--- src/hw/rtl/lwbc_pkg.sv ---
package lwbc_pkg;

  localparam int SLOTS          = 8;
  localparam int SLOT_W         = $clog2(SLOTS);
  localparam int CNT_W          = SLOT_W + 1;
  localparam int MAX_FAT_COPIES = 4;
  localparam int COPY_W         = 3;
  localparam int BLK_W          = 32;
  localparam int CFG_W          = 32;
  localparam int CFG_IDX_W      = 2;

  typedef enum logic [1:0] {
    CMD_OPEN = 2'd0,
    CMD_MARK = 2'd1,
    CMD_SYNC = 2'd2,
    CMD_DROP = 2'd3
  } cmd_t;

  typedef enum logic [1:0] {
    KIND_READ  = 2'd0,
    KIND_WRITE = 2'd1,
    KIND_DONE  = 2'd2
  } kind_t;

  typedef enum logic [CFG_IDX_W-1:0] {
    CFG_ACTIVE_SLOTS = 2'd0,
    CFG_FAT_FIRST    = 2'd1,
    CFG_FAT_BLOCKS   = 2'd2,
    CFG_FAT_COPIES   = 2'd3
  } cfg_idx_t;

  // datapath operation, each one but OP_NONE emits a result item
  typedef enum logic [3:0] {
    OP_NONE      = 4'd0,
    OP_READ      = 4'd1,
    OP_WRITE     = 4'd2,
    OP_MIRROR    = 4'd3,
    OP_HIT_DONE  = 4'd4,
    OP_MISS_DONE = 4'd5,
    OP_MARK_DONE = 4'd6,
    OP_DROP_DONE = 4'd7,
    OP_SYNC_DONE = 4'd8
  } op_t;

  typedef struct packed {
    op_t  op;
    logic load;
    logic ptr_inc;
    logic track;
    logic pick;
  } ctrl_cmd_t;

  typedef struct packed {
    logic hit;
    logic last;
    logic need_wb;
    logic free_found;
    logic mirror_first;
    logic mirror_more;
  } dp_status_t;

  function automatic logic [CNT_W-1:0] slot_count(input logic [3:0] a);
    logic [CNT_W-1:0] n;
    if (a == 4'd0) begin
      n = CNT_W'(1);
    end else if (32'(a) > SLOTS) begin
      n = CNT_W'(SLOTS);
    end else begin
      n = CNT_W'(a);
    end
    return n;
  endfunction

  function automatic logic [COPY_W-1:0] copy_count(input logic [COPY_W-1:0] a);
    logic [COPY_W-1:0] n;
    if (a == '0) begin
      n = COPY_W'(1);
    end else if (32'(a) > MAX_FAT_COPIES) begin
      n = COPY_W'(MAX_FAT_COPIES);
    end else begin
      n = a;
    end
    return n;
  endfunction

endpackage

--- src/hw/rtl/lwbc_ctrl.sv ---
module lwbc_ctrl
  import lwbc_pkg::*;
(
  input  logic       clk,
  input  logic       rst,
  input  logic       start,
  input  logic [1:0] cmd,
  input  dp_status_t st,
  output ctrl_cmd_t  c,
  output logic       busy
);

  typedef enum logic [7:0] {
    S_IDLE   = 8'b0000_0001,
    S_SCAN   = 8'b0000_0010,
    S_VICTIM = 8'b0000_0100,
    S_EVICT  = 8'b0000_1000,
    S_MIRROR = 8'b0001_0000,
    S_FILL   = 8'b0010_0000,
    S_DONE   = 8'b0100_0000,
    S_SYNC   = 8'b1000_0000
  } state_t;

  state_t state;
  state_t state_next;
  logic   sync_mode;

  always_ff @(posedge clk) begin
    if (rst) begin
      state     <= S_IDLE;
      sync_mode <= 1'b0;
    end else begin
      state <= state_next;
      if (state == S_IDLE && start) begin
        sync_mode <= (cmd_t'(cmd) == CMD_SYNC);
      end
    end
  end

  assign busy = (state != S_IDLE);

  always_comb begin
    state_t post_wb;
    logic   post_inc;
    state_next = state;
    c          = '0;
    c.op       = OP_NONE;
    // where to go once a slot has been written back
    post_inc   = 1'b0;
    if (sync_mode) begin
      if (st.last) begin
        post_wb = S_DONE;
      end else begin
        post_wb  = S_SYNC;
        post_inc = 1'b1;
      end
    end else begin
      post_wb = S_FILL;
    end
    case (state)
      S_IDLE: begin
        if (start) begin
          case (cmd_t'(cmd))
            CMD_OPEN: begin
              c.load     = 1'b1;
              state_next = S_SCAN;
            end
            CMD_SYNC: begin
              c.load     = 1'b1;
              state_next = S_SYNC;
            end
            CMD_MARK: c.op = OP_MARK_DONE;
            CMD_DROP: c.op = OP_DROP_DONE;
            default: c.op = OP_NONE;
          endcase
        end
      end
      S_SCAN: begin
        if (st.hit) begin
          c.op       = OP_HIT_DONE;
          state_next = S_IDLE;
        end else begin
          c.track = 1'b1;
          if (st.last) begin
            state_next = S_VICTIM;
          end else begin
            c.ptr_inc = 1'b1;
          end
        end
      end
      S_VICTIM: begin
        c.pick     = 1'b1;
        state_next = S_EVICT;
      end
      S_EVICT: begin
        if (!st.free_found && st.need_wb) begin
          c.op       = OP_WRITE;
          state_next = st.mirror_first ? S_MIRROR : S_FILL;
        end else begin
          c.op       = OP_READ;
          state_next = S_DONE;
        end
      end
      S_MIRROR: begin
        c.op = OP_MIRROR;
        if (!st.mirror_more) begin
          state_next = post_wb;
          c.ptr_inc  = post_inc;
        end
      end
      S_FILL: begin
        c.op       = OP_READ;
        state_next = S_DONE;
      end
      S_SYNC: begin
        if (st.need_wb) begin
          c.op = OP_WRITE;
          if (st.mirror_first) begin
            state_next = S_MIRROR;
          end else begin
            state_next = post_wb;
            c.ptr_inc  = post_inc;
          end
        end else if (st.last) begin
          state_next = S_DONE;
        end else begin
          c.ptr_inc = 1'b1;
        end
      end
      S_DONE: begin
        c.op       = sync_mode ? OP_SYNC_DONE : OP_MISS_DONE;
        state_next = S_IDLE;
      end
      default: state_next = S_IDLE;
    endcase
  end

endmodule

--- src/hw/rtl/lwbc_dpath.sv ---
module lwbc_dpath
  import lwbc_pkg::*;
(
  input  logic                 clk,
  input  logic                 rst,
  input  logic                 cfg_we,
  input  logic [CFG_IDX_W-1:0] cfg_addr,
  input  logic [CFG_W-1:0]     cfg_wdata,
  input  logic [BLK_W-1:0]     block_addr,
  input  logic [SLOT_W-1:0]    slot_sel,
  input  ctrl_cmd_t            c,
  output dp_status_t           st,
  output logic                 strobe,
  output logic [1:0]           kind,
  output logic [BLK_W-1:0]     dev_block,
  output logic [SLOT_W-1:0]    slot_out,
  output logic                 was_hit,
  output logic                 last
);

  logic [3:0]        active_slots;
  logic [BLK_W-1:0]  fat_first_block;
  logic [BLK_W-1:0]  fat_blocks;
  logic [COPY_W-1:0] fat_copies;

  logic [BLK_W-1:0]  tag   [SLOTS];
  logic [31:0]       stamp [SLOTS];
  logic [SLOTS-1:0]  present;
  logic [SLOTS-1:0]  dirty;
  logic [31:0]       next_stamp;

  logic [BLK_W-1:0]  blk_q;
  logic [SLOT_W-1:0] ptr;
  logic              free_found;
  logic [SLOT_W-1:0] free_slot;
  logic [SLOT_W-1:0] victim;
  logic [31:0]       best_age;
  logic [BLK_W-1:0]  maddr;
  logic [COPY_W-1:0] mleft;

  logic [CNT_W-1:0]  cnt;
  logic [COPY_W-1:0] copies;
  logic [BLK_W-1:0]  tag_p;
  logic [31:0]       age;
  logic [BLK_W:0]    region_end;
  logic              in_region;
  logic              sel_ok;

  assign cnt        = slot_count(active_slots);
  assign copies     = copy_count(fat_copies);
  assign tag_p      = tag[ptr];
  // wrapped age of the slot under the scan pointer
  assign age        = next_stamp - stamp[ptr];
  assign region_end = {1'b0, fat_first_block} + {1'b0, fat_blocks};
  assign in_region  = (tag_p >= fat_first_block) && ({1'b0, tag_p} < region_end);
  assign sel_ok     = ({1'b0, slot_sel} < cnt);

  assign st.hit          = present[ptr] && (tag_p == blk_q);
  assign st.last         = ({1'b0, ptr} == (cnt - CNT_W'(1)));
  assign st.need_wb      = present[ptr] && dirty[ptr];
  assign st.free_found   = free_found;
  assign st.mirror_first = in_region && (copies > COPY_W'(1));
  assign st.mirror_more  = (mleft > COPY_W'(1));

  always_ff @(posedge clk) begin
    if (rst) begin
      active_slots    <= 4'd8;
      fat_first_block <= '0;
      fat_blocks      <= '0;
      fat_copies      <= COPY_W'(2);
      present         <= '0;
      dirty           <= '0;
      for (int i = 0; i < SLOTS; i++) begin
        tag[i]   <= '0;
        stamp[i] <= '0;
      end
      next_stamp <= '0;
      ptr        <= '0;
      free_found <= 1'b0;
      free_slot  <= '0;
      victim     <= '0;
      best_age   <= '0;
      maddr      <= '0;
      mleft      <= '0;
      blk_q      <= '0;
      strobe     <= 1'b0;
    end else begin
      if (cfg_we) begin
        case (cfg_idx_t'(cfg_addr))
          CFG_ACTIVE_SLOTS: active_slots    <= cfg_wdata[3:0];
          CFG_FAT_FIRST:    fat_first_block <= cfg_wdata[BLK_W-1:0];
          CFG_FAT_BLOCKS:   fat_blocks      <= cfg_wdata[BLK_W-1:0];
          CFG_FAT_COPIES:   fat_copies      <= cfg_wdata[COPY_W-1:0];
          default: ;
        endcase
      end

      strobe <= (c.op != OP_NONE);

      if (c.load) begin
        blk_q      <= block_addr;
        ptr        <= '0;
        free_found <= 1'b0;
      end
      if (c.ptr_inc) begin
        ptr <= ptr + SLOT_W'(1);
      end
      if (c.track) begin
        // last free slot wins; first slot of greatest age wins
        if (!present[ptr]) begin
          free_found <= 1'b1;
          free_slot  <= ptr;
        end
        if (ptr == '0 || age > best_age) begin
          best_age <= age;
          victim   <= ptr;
        end
      end
      if (c.pick) begin
        ptr <= free_found ? free_slot : victim;
      end

      case (c.op)
        OP_WRITE: begin
          dirty[ptr] <= 1'b0;
          maddr      <= tag_p + fat_blocks;
          mleft      <= copies - COPY_W'(1);
        end
        OP_MIRROR: begin
          maddr <= maddr + fat_blocks;
          mleft <= mleft - COPY_W'(1);
        end
        OP_HIT_DONE: begin
          stamp[ptr] <= next_stamp;
          next_stamp <= next_stamp + 32'd1;
        end
        OP_MISS_DONE: begin
          present[ptr] <= 1'b1;
          dirty[ptr]   <= 1'b0;
          tag[ptr]     <= blk_q;
          stamp[ptr]   <= next_stamp;
          next_stamp   <= next_stamp + 32'd1;
        end
        OP_MARK_DONE: begin
          if (sel_ok) begin
            dirty[slot_sel] <= 1'b1;
          end
        end
        OP_DROP_DONE: begin
          if (sel_ok) begin
            present[slot_sel] <= 1'b0;
            dirty[slot_sel]   <= 1'b0;
          end
        end
        default: ;
      endcase
    end
  end

  // result payload
  always_ff @(posedge clk) begin
    case (c.op)
      OP_READ: begin
        kind      <= KIND_READ;
        dev_block <= blk_q;
        slot_out  <= ptr;
        was_hit   <= 1'b0;
        last      <= 1'b0;
      end
      OP_WRITE: begin
        kind      <= KIND_WRITE;
        dev_block <= tag_p;
        slot_out  <= ptr;
        was_hit   <= 1'b0;
        last      <= 1'b0;
      end
      OP_MIRROR: begin
        kind      <= KIND_WRITE;
        dev_block <= maddr;
        slot_out  <= ptr;
        was_hit   <= 1'b0;
        last      <= 1'b0;
      end
      OP_HIT_DONE, OP_MISS_DONE: begin
        kind      <= KIND_DONE;
        dev_block <= blk_q;
        slot_out  <= ptr;
        was_hit   <= (c.op == OP_HIT_DONE);
        last      <= 1'b1;
      end
      OP_MARK_DONE, OP_DROP_DONE: begin
        kind      <= KIND_DONE;
        dev_block <= '0;
        slot_out  <= slot_sel;
        was_hit   <= 1'b0;
        last      <= 1'b1;
      end
      OP_SYNC_DONE: begin
        kind      <= KIND_DONE;
        dev_block <= '0;
        slot_out  <= '0;
        was_hit   <= 1'b0;
        last      <= 1'b1;
      end
      default: ;
    endcase
  end

endmodule

--- src/hw/rtl/lru_write_back_block_cache.sv ---
// channel | signals                              | handshake
// --------+--------------------------------------+----------------------------
// command | cmd, block_addr, slot_sel            | taken when start && !busy
// result  | kind, dev_block, slot_out, was_hit,  | strobe, one cycle, no stall
//         | last                                 |
// config  | cfg_addr, cfg_wdata                  | written when cfg_we
//
// Mark-dirty and drop keep busy low, so one may be issued every cycle.
// Open scans one slot per cycle and stops at a hit.
// A miss scans all active slots, picks a victim, issues the write-back and mirror
// writes of a dirty victim when no slot is free, then read and done.
// Sync visits each active slot in turn, with a write-back and any mirror writes for a dirty one, then done.
// Results come at most one per cycle, each registered in the cycle after its step; reset empties every slot.
module lru_write_back_block_cache
  import lwbc_pkg::*;
(
  input  logic                 clk,
  input  logic                 rst,
  input  logic                 start,
  output logic                 busy,
  input  logic [1:0]           cmd,
  input  logic [BLK_W-1:0]     block_addr,
  input  logic [SLOT_W-1:0]    slot_sel,
  output logic                 strobe,
  output logic [1:0]           kind,
  output logic [BLK_W-1:0]     dev_block,
  output logic [SLOT_W-1:0]    slot_out,
  output logic                 was_hit,
  output logic                 last,
  input  logic                 cfg_we,
  input  logic [CFG_IDX_W-1:0] cfg_addr,
  input  logic [CFG_W-1:0]     cfg_wdata
);

  ctrl_cmd_t  c;
  dp_status_t st;

  lwbc_ctrl u_ctrl (
    .clk   (clk),
    .rst   (rst),
    .start (start),
    .cmd   (cmd),
    .st    (st),
    .c     (c),
    .busy  (busy)
  );

  lwbc_dpath u_dpath (
    .clk        (clk),
    .rst        (rst),
    .cfg_we     (cfg_we),
    .cfg_addr   (cfg_addr),
    .cfg_wdata  (cfg_wdata),
    .block_addr (block_addr),
    .slot_sel   (slot_sel),
    .c          (c),
    .st         (st),
    .strobe     (strobe),
    .kind       (kind),
    .dev_block  (dev_block),
    .slot_out   (slot_out),
    .was_hit    (was_hit),
    .last       (last)
  );

  a_last_is_done: assert property (@(posedge clk) disable iff (rst)
    strobe && last |-> kind == KIND_DONE)
    else $error("final item is not a done");

  a_done_is_last: assert property (@(posedge clk) disable iff (rst)
    strobe && kind == KIND_DONE |-> last)
    else $error("done item without last");

  a_mid_busy: assert property (@(posedge clk) disable iff (rst)
    strobe && !last |-> busy)
    else $error("device request while idle");

  a_end_done: assert property (@(posedge clk) disable iff (rst)
    $fell(busy) |-> strobe && last)
    else $error("command ended without done item");

  a_hit_done: assert property (@(posedge clk) disable iff (rst)
    strobe && was_hit |-> kind == KIND_DONE)
    else $error("hit flag on a device request");

endmodule

--- config.mk ---
export PLATFORM = sky130hd
export DESIGN_NAME = lru_write_back_block_cache
export DESIGN_NICKNAME = d
export VERILOG_FILES = /design/src/hw/rtl/lwbc_pkg.sv /design/src/hw/rtl/lwbc_ctrl.sv /design/src/hw/rtl/lwbc_dpath.sv /design/src/hw/rtl/lru_write_back_block_cache.sv
export SDC_FILE = /design/constraint.sdc
export NUM_CORES = 2
export LEC_CHECK = 0
export ABC_AREA = 0
export ABC_CLOCK_PERIOD_IN_PS = 14190
export BUFFER_PORTS_ARGS = -buffer_cell sky130_fd_sc_hd__buf_2
export CAP_MARGIN = 20
export CORE_UTILIZATION = 45
export DETAILED_ROUTE_END_ITERATION = 8
export GPL_ROUTABILITY_DRIVEN = 0
export SYNTH_ARGS = -nofsm -noshare
export SYNTH_HDL_FRONTEND = slang
export SYNTH_SLANG_ARGS = --single-unit
--- constraint.sdc ---
create_clock -name clk -period 14.19 [get_ports clk]
set_input_delay 3.5475 -clock clk [delete_from_list [all_inputs] [get_ports clk]]
set_output_delay 3.5475 -clock clk [all_outputs]
set_load 0.1 [all_outputs]
* Word-level counts from Yosys, hierarchy flattened
Memory sizes are Yosys's and may differ from the RTL's. A register that Yosys moved wholly into a read port is not among the register bits.
Index checks and enable logic that the tools add are counted.
** Word-level totals
- Bits in registers :: 277
- RAM bits :: 512
- Input port bits :: 75
- Output and inout bits :: 41
- Logic and storage cells :: 215
- Memories kept :: 2
** Operators by class
- Add/subtract/negate cells :: 9
- Order comparisons :: 12
- Equality and inequality tests :: 32
- Mux-type cells :: 81
- Bitwise gates (word level) :: 9
- Reduce and logical (&&, ||, !) cells :: 47
** Memory list
- u_dpath.stamp :: depth 8, bits a word 32, read ports 1, clocked after memory_dff 1, wr ports 8, RTL line lwbc_dpath.sv:27 : logic [31:0] stamp [SLOTS];
- u_dpath.tag :: depth 8, bits a word 32, read ports 1, clocked after memory_dff 1, wr ports 8, RTL line lwbc_dpath.sv:26 : logic [BLK_W-1:0] tag [SLOTS];
** Operators by type and width (count)
- $pmux W32 S4 :: 1
- $mux W8 :: 13
- $mux W32 :: 3
- $add A32 B32 Y32 :: 2
- $pmux W32 S2 :: 1
- $reduce_or A32 Y1 :: 2
- $pmux W8 S7 :: 1
- $mux W3 :: 13
- $add A32 B32 Y33 :: 1
- $lt A32 B33 Y1 :: 1
- $add A32 B1 Y32 const B :: 1
- $eq A32 B32 Y1 :: 1
- $ge A32 B32 Y1 :: 1
- $gt A32 B32 Y1 :: 1
- $pmux W8 S2 :: 2
- $sub A32 B32 Y32 :: 1
- $pmux W4 S7 :: 1
- $mux W1 :: 26
- $and A8 B8 Y8 :: 3
- $pmux W8 S3 :: 1
- $eq A4 B3 Y1 const B :: 4
- $mux W4 :: 4
- $not A8 Y8 :: 2
- $or A8 B8 Y8 :: 2
- 55 further kinds :: 102

* Depth between registers and ports, before layout
- Depth after elaboration :: 14
- Gate-level depth with buffers :: 31
- Mapped depth without buffers :: 25

* Hierarchy
A second synthesis with hierarchy kept.
** Unflattened totals
- Cells, all modules :: 3833
- Area, all modules :: 42339.4 um^2
** Modules (own cells, without submodules)
- lwbc_dpath :: times used 1, cells an instance 3724, area an instance 41452.3 um^2
- lwbc_ctrl :: times used 1, cells an instance 109, area an instance 887.1 um^2

* Worst setup path after synthesis
No wires, ideal clock.
- Kind :: reg2reg
- Start :: reg (tool-made name)
- End :: reg u_dpath.best_age[2]
- Setup time :: 0.086 ns
- Data arrival time :: 6.998 ns
- Setup slack :: 7.107 ns
- Cell stages (with the launch flop) :: 30
- Period minus slack after synthesis :: 7.083 ns
- Path through :: dfxtp_1 -> buf_4 -> buf_4 -> buf_2 -> clkbuf_1 -> buf_1 -> mux4_2 -> mux2i_1 -> ha_1 -> a21o_1 -> a21oi_1 -> nor2_1 -> o311ai_0 -> a21oi_1 -> o31ai_1 -> o21ai_0 -> nand4_1 -> nor3b_1 -> nor2_1 -> ha_1 -> nand4_1 -> nor3_1 -> nand3_1 -> or4_1 -> o22ai_1 -> or2_2 -> clkbuf_1 -> buf_2 -> nor2_1 -> a211oi_1
** RTL lines
- end signal, assigned :: RTL line lwbc_dpath.sv:115 : best_age <= age;
- end, declared :: RTL line lwbc_dpath.sv:37 : logic [31:0] best_age;

==> results_dict.tcl <==
set metrics [dict create \
    outcome "finished clean" \
    synth_edf_count 551 \
    synth_nets 4104 \
    max_slew_margin_pct 21.8 \
    clkTransAtPathRegs_ns 0.06 \
    multi_input_area_um2 19400 \
    internal_power_uw 4080 \
    rsz0062_at_grt "false" \
    post-route-util_pct 50.7 \
    register_area_um2 21400 \
    cts_buffer_depth 3 \
    ys_warn_count 0 \
    drtIter0Drc 3089 \
    synth-simple-area-share_pct 17.5 \
    cp.required_ns 14.73 \
    power.share.clock_pct 39.4 \
    arrival_ns 8.59 \
    critPathLaunchType "flop" \
    area_delta_synth_final_pct 10.9 \
    ys_ff_latch 792 \
    critPathCaptureType "flop" \
    min_from "u_dpath.best_age[17]" \
    critPathKind "reg2reg" \
    synth.distinct_cells 80 \
    viasPerCell 5.80 \
    syn-cell-area_um2 42100 \
    yosysSeqAreaShare_pct 50.7 \
    cts_hold_buf 0 \
    firstDrtPassIters 5 \
    muxShareOfSynthArea_pct 9.11 \
    die_h_um 308 \
    grt_use_total_pct 25.5 \
    yosysTopAreaCell "edfxtp_1" \
    synth_xor_area_share_pct 2.70 \
    total_leakage_power_uw 0.0174 \
    nFillCells 8172 \
    dp_slack_ns 6.15 \
    drive_above_1_share_pct 13.2 \
    postRouteWirelength_um 121000 \
    path_max_fanout 47 \
    dpl.hpwl_um 77800 \
    grt_pass1_vias 28219 \
    r2r-end "u_dpath.best_age[22]" \
    overflow 0 \
    die_area_um2 94900 \
    num_vias 29878 \
    dieWidth_um 308 \
    swShare_pct 28.2 \
    grt_pass1_wl_um 181000 \
    cts-root-buf "clkbuf_16" \
    yosys-top-cells-area "edfxtp_1, dfxtp_1, and2_1, mux4_2, ha_1" \
    cts_buffers 86 \
    wl_per_cell_um 23.4 \
    fin_crit_sh_pct 56.7 \
    post_cts_buffers 0 \
    clk_latency_ns 0.67 \
    coreArea_um2 92200 \
    ff2ff_path_depth 23 \
    min_to "u_dpath.best_age[17]" \
    ios 116 \
    synth_cells 3828 \
    p_comb_share_pct 14.1 \
    core.rowCount 111 \
    drtAntennaViolNets 0 \
    setup_slack_ns 6.14 \
    switchingPower_uw 1610 \
    pwr-share-seq_pct 46.5 \
    hold_violations 0 \
    worstHoldPathType "reg2reg" \
    grt_max_degree 97 \
    synth_top_family_by_area "simple AND/OR/NAND/NOR gates" \
    hold_depth 2 \
    cap_violations 0 \
    r2r_slack_ns 6.14 \
    dp.cells 4995 \
    tns_ns 0 \
    synth_flop_cell "edfxtp_1" \
    cts_tree "done" \
    setup_violations 0 \
    final_cell_count_no_fill 5155 \
    drt_drc_violations_left 0 \
    ir_worst_vdd_mv 0.0825 \
    portBuffers 115 \
    ctsResizeCount 0 \
    synth_compound_area_share_pct 10.2 \
    async_flop_share_pct 0 \
    p_per_area_nw_per_um2 122 \
    synth_top_area_share_pct 39.3 \
    worst-slew-pin-transition_ns 1.17 \
    synthAdderAreaFrac_pct 6.02 \
    nNetsFinal 4116 \
    fin_skew_ns 0.0267 \
    syn_area_per_cell_um2 11.0 \
    initial_core_util_pct 45.7 \
    report.final.slew_viol_count 0 \
    period_needed_ns 8.05 \
    cts.sinks 792 \
    htreeDepth 3 \
    antenna_found_initial 1 \
    fmax_ghz 0.124 \
]
metrics by stage:
| stage | cell area [um^2] | total power (uW) | hold WS [ns] |
|---|---|---|---|
| floorplan | 42100 | 3250 | 0.432 |
| global placement | 43900 | 3490 | 0.443 |
| detailed placement | 43900 | 3490 | 0.448 |
| CTS | 46700 | 5710 | 0.456 |
| global route | 46700 | 5870 | 0.465 |
| finish | 46700 | 5690 | 0.457 |
worst max-delay path by stage:
stage | start | slack, ns | to
after floorplan | flop | 7.11 | u_dpath.best_age[2]
after global placement | flop | 6.25 | u_dpath.best_age[22]
after detailed placement | flop | 6.15 | u_dpath.best_age[22]
after CTS | flop | 6.11 | u_dpath.best_age[22]
after global routing | flop | 5.40 | u_dpath.best_age[22]
final | flop | 6.14 | u_dpath.best_age[22]
area by class of cell:
class | instances | area share [%]
Sequential cell | 792 | 45.8
Multi-Input combinational cell | 2644 | 41.6
Clock buffer | 121 | 5.21
Tap cell | 1243 | 3.33
Timing Repair Buffer | 175 | 2.21
Inverter | 141 | 1.13
Clock inverter | 38 | 0.742
Antenna cell | 1 | 0.00536
cell families after synthesis:
logic type / Yosys count
flip-flops: 792
adder cells (fa/ha/maj): 201
multiplexers: 213
AO/OA/AOI/OAI: 683
buffers and inverters: 392
XOR/XNOR: 130
AND/OR/NAND/NOR: 1417
per-layer routing:
metal  track usage, %  part of all wire [%]
met1             39.2                    47
met2             36.4                    42
met5                0                     0
met4             7.49                   2.5
met3             4.62                   8.9
critical path, stage by stage (launching register included):
cell	delay (ns)
dfxtp_4	0.56
buf_4	0.81
mux4_2	0.59
mux2i_1	0.27
ha_1	0.34
a21o_1	0.18
a21oi_1	0.28
nor2_1	0.10
o311ai_0	0.46
a21oi_1	0.21
o31ai_1	0.49
o21ai_0	0.26
nand4_1	0.16
nor3b_1	0.27
nor2_1	0.09
ha_1	0.30
nand4_1	0.09
nor3_1	0.23
nand3_1	0.14
or4_1	0.52
o22ai_1	0.36
or2_2	0.62
nor2_1	0.22
a32o_1	0.31
layout by cell type, fill, tap and decap left out, types with 22 or more instances in the layout:
cell type,n
edfxtp_1,551
and2_1,484
nand2_1,371
a21oi_1,305
dfxtp_1,238
ha_1,198
nor2_1,171
inv_1,134
mux4_2,130
buf_2,114
nor3_1,100
xnor2_1,89
clkbuf_16,88
o21ai_0,85
mux2i_1,68
a21o_1,63
nand3_1,63
buf_4,60
xor2_1,41
nand4_1,37
a221o_1,34
or3_1,31
a211oi_1,27
nor2b_1,26
o21a_1,23
nand2b_1,22
clkbuf_1,22
power groups by stage:
| stage | logic [uW] | registers, uW | clock network (uW) |
|---|---|---|---|
| floorplan | 429 | 2820 | 0 |
| global placement | 797 | 2690 | 0 |
| detailed placement | 797 | 2690 | 0 |
| CTS | 800 | 2640 | 2270 |
| global route | 860 | 2650 | 2360 |
| finish | 804 | 2640 | 2240 |
synth_stat cells (7+ instances only):
library cell and count:
edfxtp_1 551, and2_1 484, nand2_1 371, a21oi_1 306
dfxtp_1 241, ha_1 198, clkbuf_1 197, nor2_1 182
inv_1 135, mux4_2 130, nor3_1 100, o21ai_0 99
xnor2_1 89, mux2i_1 68, nand3_1 64, a21o_1 63
xor2_1 41, nand4_1 37, a221o_1 34, or3_1 31
a211oi_1 27, nor2b_1 26, o21a_1 23, nand2b_1 22
nor4_1 21, o211ai_1 20, and3_1 19, buf_2 19
o21bai_1 16, or4_1 14, buf_1 13, or2_2 13
a31o_2 10, clkbuf_2 10, a31oi_1 9, o31ai_1 8
a22o_1 7, mux2i_2 7
registers in the layout, summed over array words and instances (netlist names), 4 cells and up, named ones only:
name	count
u_ctrl.state	8
u_dpath.active_slots	4
u_dpath.best_age	32
u_dpath.blk_q	32
u_dpath.dev_block	32
u_dpath.dirty	8
u_dpath.fat_blocks	32
u_dpath.fat_first_block	32
u_dpath.maddr	32
u_dpath.next_stamp	32
u_dpath.present	8
u_dpath.stamp	256
u_dpath.tag	256
Note: power is estimated with default switching activity, not from simulation.
